--- config.mk ---
export PLATFORM = sky130hd
export DESIGN_NAME = matrix_multiply_4x4
export DESIGN_NICKNAME = d
export VERILOG_FILES = /design/src/hdl/mm4_pkg.sv /design/src/hdl/matrix_multiply_4x4.sv
export SDC_FILE = /design/constraint.sdc
export NUM_CORES = 2
export LEC_CHECK = 0
export BUFFER_PORTS_ARGS = -buffer_cell sky130_fd_sc_hd__buf_2
export CAP_MARGIN = 20
export CORE_UTILIZATION = 65
export CTS_CLUSTER_DIAMETER = 30
export DETAILED_ROUTE_END_ITERATION = 8
export PLACE_DENSITY = 0.87
export REMOVE_ABC_BUFFERS = 1
export SLEW_MARGIN = 20
export SYNTH_ARGS = -nofsm -noshare
export SYNTH_HDL_FRONTEND = slang
export SYNTH_SLANG_ARGS = --single-unit
--- constraint.sdc ---
create_clock -name clk_i -period 11.3 [get_ports clk_i]
set_input_delay 2.26 -clock clk_i [delete_from_list [all_inputs] [get_ports clk_i]]
set_output_delay 2.26 -clock clk_i [all_outputs]
set_load 0.02 [all_outputs]
--- src/hdl/mm4_pkg.sv ---
package mm4_pkg;

  localparam int DIM      = 4;
  localparam int CELLS    = DIM * DIM;
  localparam int IDX_W    = $clog2(CELLS);
  localparam int CNT_W    = $clog2(DIM);
  localparam int ELEM_W   = 32;
  localparam int PROD_W   = 2 * ELEM_W;
  localparam int FRAC_W   = 16;
  localparam int ACC_W    = PROD_W + CNT_W;
  localparam int IDX_IN_W = 2;

  typedef logic [IDX_W-1:0]         cell_idx_t;
  typedef logic [CNT_W-1:0]         cnt_t;
  typedef logic signed [ELEM_W-1:0] elem_t;
  typedef logic signed [PROD_W-1:0] prod_t;
  typedef logic signed [ACC_W-1:0]  acc_t;

  typedef struct packed {
    logic first;
    logic last;
    cnt_t i;
    cnt_t j;
  } term_tag_t;

  function automatic cell_idx_t cell_addr(input cell_idx_t r, input cell_idx_t c);
    return IDX_W'(int'(r) * DIM + int'(c));
  endfunction

endpackage

--- src/hdl/matrix_multiply_4x4.sv ---
// Fixed-point 4x4 matrix product, result = left x right, elements signed s15.16.
// Each request writes one left and one right element at (row_i, col_i); both
// stores are cleared at reset and otherwise keep their contents between products.
// A request with last_load_i set starts the product, and busy_o then stays high
// while one shared 32x32 multiplier works through the DIM*DIM*DIM
// multiply-accumulates, one per cycle. The 16 result elements follow in row-major
// order through the product, sum and result registers behind the multiplier,
// each shown for exactly one cycle with result_valid_o high; the receiver cannot
// stall them. A request without last_load_i only stores its elements. Sums are
// exact, shifted right by 16 bits towards minus infinity and saturated to 32 bits.
module matrix_multiply_4x4
  import mm4_pkg::*;
(
  input  logic                clk_i,
  input  logic                rst_ni,
  input  logic                start_i,
  output logic                busy_o,
  input  logic [IDX_IN_W-1:0] row_i,
  input  logic [IDX_IN_W-1:0] col_i,
  input  logic [ELEM_W-1:0]   left_element_i,
  input  logic [ELEM_W-1:0]   right_element_i,
  input  logic                last_load_i,
  output logic                result_valid_o,
  output logic [IDX_IN_W-1:0] out_row_o,
  output logic [IDX_IN_W-1:0] out_col_o,
  output logic [ELEM_W-1:0]   product_element_o,
  output logic                last_result_o
);

  localparam logic ST_IDLE = 1'b0;
  localparam logic ST_RUN  = 1'b1;
  localparam cnt_t CNT_MAX = CNT_W'(DIM - 1);

  logic      state_q, state_d;
  cnt_t      i_q, i_d, j_q, j_d, k_q, k_d;
  elem_t     left_store_q  [CELLS];
  elem_t     right_store_q [CELLS];
  logic      accept;
  logic      in_range;
  cell_idx_t wr_addr;
  cell_idx_t left_addr;
  cell_idx_t right_addr;
  elem_t     mul_a;
  elem_t     mul_b;
  prod_t     prod_d, prod_q;
  logic      p_valid_q;
  term_tag_t p_tag_d, p_tag_q;
  acc_t      acc_d, acc_q;
  logic      acc_done_q;
  cnt_t      acc_i_q, acc_j_q;
  acc_t      shifted;
  logic      fits;
  elem_t     sat_value;
  logic      res_valid_q;
  logic [IDX_IN_W-1:0] res_row_q, res_col_q;
  elem_t     res_value_q;
  logic      res_last_q;

  assign accept   = start_i && !busy_o;
  assign busy_o   = (state_q == ST_RUN);
  assign in_range = (int'(row_i) < DIM) && (int'(col_i) < DIM);
  assign wr_addr  = cell_addr(IDX_W'(row_i), IDX_W'(col_i));

  always_ff @(posedge clk_i or negedge rst_ni) begin
    if (!rst_ni) begin
      for (int n = 0; n < CELLS; n++) begin
        left_store_q[n]  <= '0;
        right_store_q[n] <= '0;
      end
    end else if (accept && in_range) begin
      left_store_q[wr_addr]  <= elem_t'(left_element_i);
      right_store_q[wr_addr] <= elem_t'(right_element_i);
    end
  end

  always_comb begin
    state_d = state_q;
    i_d     = i_q;
    j_d     = j_q;
    k_d     = k_q;
    unique case (state_q)
      ST_IDLE: begin
        if (accept && last_load_i) begin
          state_d = ST_RUN;
          i_d     = '0;
          j_d     = '0;
          k_d     = '0;
        end
      end
      ST_RUN: begin
        k_d = k_q + 1'b1;
        if (k_q == CNT_MAX) begin
          k_d = '0;
          j_d = j_q + 1'b1;
          if (j_q == CNT_MAX) begin
            j_d = '0;
            i_d = i_q + 1'b1;
            if (i_q == CNT_MAX) begin
              i_d     = '0;
              state_d = ST_IDLE;
            end
          end
        end
      end
      default: state_d = ST_IDLE;
    endcase
  end

  always_ff @(posedge clk_i or negedge rst_ni) begin
    if (!rst_ni) begin
      state_q <= ST_IDLE;
      i_q     <= '0;
      j_q     <= '0;
      k_q     <= '0;
    end else begin
      state_q <= state_d;
      i_q     <= i_d;
      j_q     <= j_d;
      k_q     <= k_d;
    end
  end

  assign left_addr     = cell_addr(IDX_W'(i_q), IDX_W'(k_q));
  assign right_addr    = cell_addr(IDX_W'(k_q), IDX_W'(j_q));
  assign mul_a         = left_store_q[left_addr];
  assign mul_b         = right_store_q[right_addr];
  assign prod_d        = prod_t'(mul_a) * prod_t'(mul_b);
  assign p_tag_d.first = (k_q == '0);
  assign p_tag_d.last  = (k_q == CNT_MAX);
  assign p_tag_d.i     = i_q;
  assign p_tag_d.j     = j_q;

  always_ff @(posedge clk_i or negedge rst_ni) begin
    if (!rst_ni) begin
      p_valid_q <= 1'b0;
    end else begin
      p_valid_q <= (state_q == ST_RUN);
    end
  end

  always_ff @(posedge clk_i) begin
    prod_q  <= prod_d;
    p_tag_q <= p_tag_d;
  end

  assign acc_d = p_tag_q.first ? acc_t'(prod_q) : acc_q + acc_t'(prod_q);

  always_ff @(posedge clk_i or negedge rst_ni) begin
    if (!rst_ni) begin
      acc_done_q <= 1'b0;
    end else begin
      acc_done_q <= p_valid_q && p_tag_q.last;
    end
  end

  always_ff @(posedge clk_i) begin
    if (p_valid_q) begin
      acc_q   <= acc_d;
      acc_i_q <= p_tag_q.i;
      acc_j_q <= p_tag_q.j;
    end
  end

  assign shifted = acc_q >>> FRAC_W;
  assign fits    = (&shifted[ACC_W-1:ELEM_W-1]) || !(|shifted[ACC_W-1:ELEM_W-1]);

  always_comb begin
    priority if (fits) begin
      sat_value = shifted[ELEM_W-1:0];
    end else if (shifted[ACC_W-1]) begin
      sat_value = {1'b1, {(ELEM_W-1){1'b0}}};
    end else begin
      sat_value = {1'b0, {(ELEM_W-1){1'b1}}};
    end
  end

  always_ff @(posedge clk_i or negedge rst_ni) begin
    if (!rst_ni) begin
      res_valid_q <= 1'b0;
    end else begin
      res_valid_q <= acc_done_q;
    end
  end

  always_ff @(posedge clk_i) begin
    if (acc_done_q) begin
      res_row_q   <= IDX_IN_W'(acc_i_q);
      res_col_q   <= IDX_IN_W'(acc_j_q);
      res_value_q <= sat_value;
      res_last_q  <= (acc_i_q == CNT_MAX) && (acc_j_q == CNT_MAX);
    end
  end

  assign result_valid_o    = res_valid_q;
  assign out_row_o         = res_row_q;
  assign out_col_o         = res_col_q;
  assign product_element_o = res_value_q;
  assign last_result_o     = res_last_q;

  a_last_is_corner: assert property (@(posedge clk_i) disable iff (!rst_ni)
    (result_valid_o && last_result_o) |->
      (out_row_o == IDX_IN_W'(DIM - 1)) && (out_col_o == IDX_IN_W'(DIM - 1)))
    else $error("last result marked away from the final element");

  a_start_runs: assert property (@(posedge clk_i) disable iff (!rst_ni)
    (accept && last_load_i) |=> busy_o)
    else $error("final request did not start the product");

  a_term_from_run: assert property (@(posedge clk_i) disable iff (!rst_ni)
    p_valid_q |-> $past(state_q == ST_RUN))
    else $error("product term without a running sequence");

  a_acc_done_order: assert property (@(posedge clk_i) disable iff (!rst_ni)
    acc_done_q |-> $past(p_valid_q && p_tag_q.last))
    else $error("sum finished without its final term");

  a_result_follows_sum: assert property (@(posedge clk_i) disable iff (!rst_ni)
    result_valid_o |-> $past(acc_done_q))
    else $error("result strobe without a finished sum");

endmodule
# --- Word level (Yosys, flattened, before mapping) ---
# Index checks and enable logic that the tools add are counted.
# Widths: inputs -> output; s select.
word_totals:
  reg_bits: 1211
  latch_bits: 0
  ramBits: 0
  rom_bits: 0
  in_bits: 72
  out_inout_bits: 39
  word_cells: 116
  memories: 0
classes:
  addsub: 7
  multipliers: 1
  n_div: 0
  n_lt_le_gt_ge: 4
  n_eq_ne: 8
  n_shift: 0
  muxes: 28
  n_bitwise: 4
  reduce_logical: 13
op_table:
  columns: ["operator", "n"]
  rows:
  - ["$bwmux 512", 2]
  - ["$bmux 32 s4", 2]
  - ["$mux 32", 7]
  - ["$demux 32 s4", 1]
  - ["$add 66x64->66", 1]
  - ["$mux 66", 1]
  - ["$mul 32x32->64", 1]
  - ["$reduce_and 19->1", 1]
  - ["$reduce_or 19->1", 1]
  - ["$ge 5x5->1 const B", 3]
  - ["$not 4->5", 3]
  - ["$mux 2", 7]
  - ["$add 4x2->4", 3]
  - ["$pmux 2 s2", 3]
  - ["$eq 2x2->1 const B", 5]
  - ["$add 2x1->2 const B", 3]
  - ["$logic_and 1x1->1", 5]
  - ["$lt 5x1->1 const B", 1]
  - ["$mux 1", 4]
  - ["$ne 2x1->1 const B", 2]
  - ["$reduce_and 3->1", 1]
  - ["$logic_not 1->1", 2]
  - ["$logic_not 2->1", 1]
  - ["$ne 2x2->1 const B", 1]
  - ["other kinds (4)", 4]

# --- Logic depth before layout (Yosys ltp) ---
logic_depth:
  word_depth: 7
  mapped_depth: 37
  ltp_nobuf: 32

# --- Worst setup path after synthesis ---
# No wires, ideal clock.
synth_path:
  path_type: "flip-flop to flip-flop"
  from: "register j_q[0]"
  to: "register prod_q[62]"
  setup_ns: 0.072
  arrival_time_ns: 9.201
  required_time_ns: 11.228
  path_slack_ns: 2.026
  path_stages_with_launch: 28
  n_path_buf: 4
  period_less_slack_ns: 9.274
  cell_sequence: "dfrtp_1 clkbuf_1 clkbuf_1 mux4_2 mux4_2 clkbuf_1 nand2_1 inv_1 fa_1 fa_1 fa_1 inv_1 fa_1 inv_1 fa_1 fa_1 inv_1 fa_1 fa_1 inv_1 ha_1 clkbuf_1 and3_1 a22o_1 a311oi_1 nor2_1 a311oi_1 xnor2_1"
synth_between:
  elab_chain_len: 6
synth_lines:
  columns: ["item", "line", "rtl"]
  rows:
  - ["from (decl)", "matrix_multiply_4x4.sv:35", "cnt_t i_q, i_d, j_q, j_d, k_q, k_d;"]
  - ["from (signal assigned)", "matrix_multiply_4x4.sv:118", "j_q <= j_d;"]
  - ["$add 4x2->4", "mm4_pkg.sv:27", "return IDX_W'(int'(r) * DIM + int'(c));"]
  - ["$not 4->5 (implied by the code)", "matrix_multiply_4x4.sv:126", "assign mul_b = right_store_q[right_addr];"]
  - ["$bmux 32 s4", "matrix_multiply_4x4.sv:126", null]
  - ["$mux 32 (implied by the code) (2 in a row)", "matrix_multiply_4x4.sv:126", null]
  - ["$mul 32x32->64", "matrix_multiply_4x4.sv:127", "assign prod_d = prod_t'(mul_a) * prod_t'(mul_b);"]
  - ["named net prod_d[62]", "matrix_multiply_4x4.sv:45", "prod_t prod_d, prod_q;"]
  - ["to (signal assigned)", "matrix_multiply_4x4.sv:142", "prod_q <= prod_d;"]
  - ["to (decl)", "matrix_multiply_4x4.sv:45", null]
# The timed path passes the listed nets, and every way through them passes these cells. The select of a mux whose other input is x is not followed.
# A chain may end at the register's enable or synchronous reset.

# --- Worst setup path in the final report ---
layout_path:
  from: "register k_q[1]"
  to: "register prod_q[62]"
layout_between:
  elab_chain_len: 6
  word_cells_on_any_way: 11
  classes_between: "2 x add/sub; 1 x mul; 6 x mux; 2 x bitwise"
layout_lines:
  columns: ["item", "line", "rtl"]
  rows:
  - ["from (decl)", "matrix_multiply_4x4.sv:35", null]
  - ["from (signal assigned)", "matrix_multiply_4x4.sv:119", "k_q <= k_d;"]
  - ["$add 4x2->4", "mm4_pkg.sv:27", null]
  - ["$not 4->5, on equally long branches", "matrix_multiply_4x4.sv:125, matrix_multiply_4x4.sv:126", null]
  - ["$bmux 32 s4, on equally long branches", "matrix_multiply_4x4.sv:125, matrix_multiply_4x4.sv:126", null]
  - ["$mux 32, on equally long branches (2 in a row)", "matrix_multiply_4x4.sv:125, matrix_multiply_4x4.sv:126", null]
  - ["$mul 32x32->64 *", "matrix_multiply_4x4.sv:127", null]
  - ["named net prod_d[62]", "matrix_multiply_4x4.sv:45", null]
# Mark *: on every way through the listed nets, which the timed path passes. The rest lies on a longest branch. The select of a mux whose other input is x is not followed.

==> metrics <==
Compound-Gate Fraction of Synth Area=0.04142; synthesized cell area=90770 um^2; Worst Clk Skew=0.09598 ns; Die Y=375.7 um; ANT nets after route=0; Met1 Routed Length=94.27 mm; worst skew pair latency=0.90 ns; Final min period=10.69 ns; Syn Inst Count=7706; DRT Pass-1 Iters=8; worst relative slew slack=0.1191; crit-path max FO=79; Port-buffer cells=110; largest net degree at the start of global routing=205; routed wire length=275.1 mm; worst slew pin tran=1.321 ns; CTS sink count=1211; Final WS setup=0.6059 ns; Simple-Gate Fraction of Synth Area=0.07193; xor/xnor share of the synthesized area=0.01245; fin nets=9123; Synth async-reset ratio=0.8538; CTS tree=yes; most frequent CP cell=fa_1; Root Driver=clkbuf_16; WL met3=36.55 mm; placement row count=136; DR vias=64160; Slew Viols, Final=0; number of antenna violations at the first check in global routing=17; WL/cell=28.06 um; register area share after synthesis=0.3359; max incr delay on CP=0.87 ns; die width=375.7 um; CP arrival=11.43 ns; clock-pin slew on the worst setup and hold paths=0.06 ns; H-tree depth=4; Fin Setup TNS=0 ns; status=finished clean; met2 WL=124.3 mm; final setup fails=0; fill count=8100; cts hold-fix bufs=0; mux contribution to synthesized area=0.2016; register bit total from synthesis=1211; Hold WS=0.4029 ns; max-cap check violation count=0; Post-synth top flop=dfrtp_1; share of post-route cells with drive strength above 1=0.2584; Ports=111; Setup crit end kind=register; die area=141100 um^2; core footprint=138000 um^2; WP data required=12.04 ns; Max Buffers Root-to-Sink=3; largest family of logic cells by synthesized area=adder cells; Tcrit/Tclk final=0.9464; Yosys cell types=79; commonest cells after routing, fill and taps aside=fa_1 (1083), mux2_2 (1043), inv_1 (1037), dfrtp_1 (1026), nand2_1 (682); unrepaired setup endpoints after global routing=false; Fin. Hold Viols=0; slowest CP cell=o21ai_1; drt drc=0; most common cell after layout, fill and taps aside=fa_1; Starting Density=0.6577; # Post-CTS Setup Buffers=0; area grow syn2layout=11.97%; number of global-route vias before repair=70400; via/cell ratio=6.544; gp weighted congestion=1.016; first-pass GRT wire length=415.8 mm; Synth Area in Adders=0.2737; CTS Buf Count=231; crit path kind=reg2reg; CP Launch Type=register; Syn. warnings=0; average cell area after synthesis=11.78 um^2; grt total ovfl=0; DP Wirelength=170.3 mm; HP Class=reg2reg; fmax=0.09351 GHz; CTS resizes=0; dpl ws=1.168 ns; Post-synth EDFFs=107; initial DRC count=7367; Global Route Usage Sum=0.3921; uppermost layer routed=met5
-- final timing paths --
path / from / to / slack, ns / cells after the start
max in group asynchronous: rst_ni / left_store_q[450] / 7.57 / 4
min in group asynchronous: rst_ni / right_store_q[460] / 1.35 / 1
worst max-delay path: k_q[1] / prod_q[62] / 0.61 / 28
worst min register to register: p_tag_q[1] / acc_j_q[1] / 0.40 / 0
worst max register to register: k_q[1] / prod_q[62] / 0.61 / 28
worst min-delay path: p_tag_q[1] / acc_j_q[1] / 0.40 / 0
-- area by class of cell --
| class | count | area (um^2) | share of cell area |
|---|---|---|---|
| repair buffers | 243 | 1732 | 0.01704 |
| flip-flops and latches | 1211 | 30520 | 0.3003 |
| clock buffers | 277 | 6248 | 0.06148 |
| well taps | 1863 | 2331 | 0.02293 |
| diodes | 19 | 47.55 | 0.0004678 |
| inverters | 1043 | 3915 | 0.03852 |
| clock inverters | 163 | 2101 | 0.02067 |
| multi-input cells | 4985 | 54750 | 0.5386 |
-- Yosys cell counts (107+ instances only) --
cell type  instances  area (um^2)
a21oi_1          125        625.6
clkbuf_1         408         1531
dfrtp_1         1034        25870
edfxtp_1         107         3213
fa_1            1083        21680
ha_1             253         3166
inv_1           1038         3896
mux2_2          1043        11750
mux4_2           276         6216
nand2_1          691         2594
nor2_1           646         2425
o21ai_0          128        640.6
-- flip-flops by register name (all words and copies together) (netlist names), 6 cells and up --
name,count
acc_q,66
product_element_o,32
left_store_q,512
right_store_q,512
prod_q,64
p_tag_q,6
-- critical path, delay by kind of cell, from the launching register on --
family,cells,cell delay [ns]
XOR/XNOR,1,0.16
adder cells (fa/ha/maj),9,4.37
AO/OA/AOI/OAI,9,3.05
multiplexers,2,0.72
buffers and inverters,5,1.12
AND/OR/NAND/NOR,2,0.25
flip-flops,1,0.71
-- stage by stage --
step / util / instance area (um^2) / std cells
floorplan: - / 88970 / 7239
global placement: 0.6752 / 93170 / 9342
detailed placement: 0.6752 / 93180 / 9343
CTS: 0.7357 / 101500 / 9783
global route: 0.7364 / 101600 / 9796
finish: 0.7365 / 101600 / 9804
-- kinds of logic (layout without fill, tap and decap cells) --
group           count (synthesis)  in the layout
compound gates                586            586
xor+xnor                      129            129
fa+ha+maj                    1336           1336
buf+inv                      1510           1726
flops                        1211           1211
mux                          1352           1352
other cells                     0             19
simple gates                 1582           1582
-- routing by layer --
metal,global-route usage,vias up
met3,0.1352,1426
met5,0.0006861,-
li1,-,25330
met1,0.4825,32500
met2,0.6029,4893
met4,0.2318,10
Power is not shown: default switching activity piles up to over one toggle a cycle in this logic, so the estimate is an artifact.
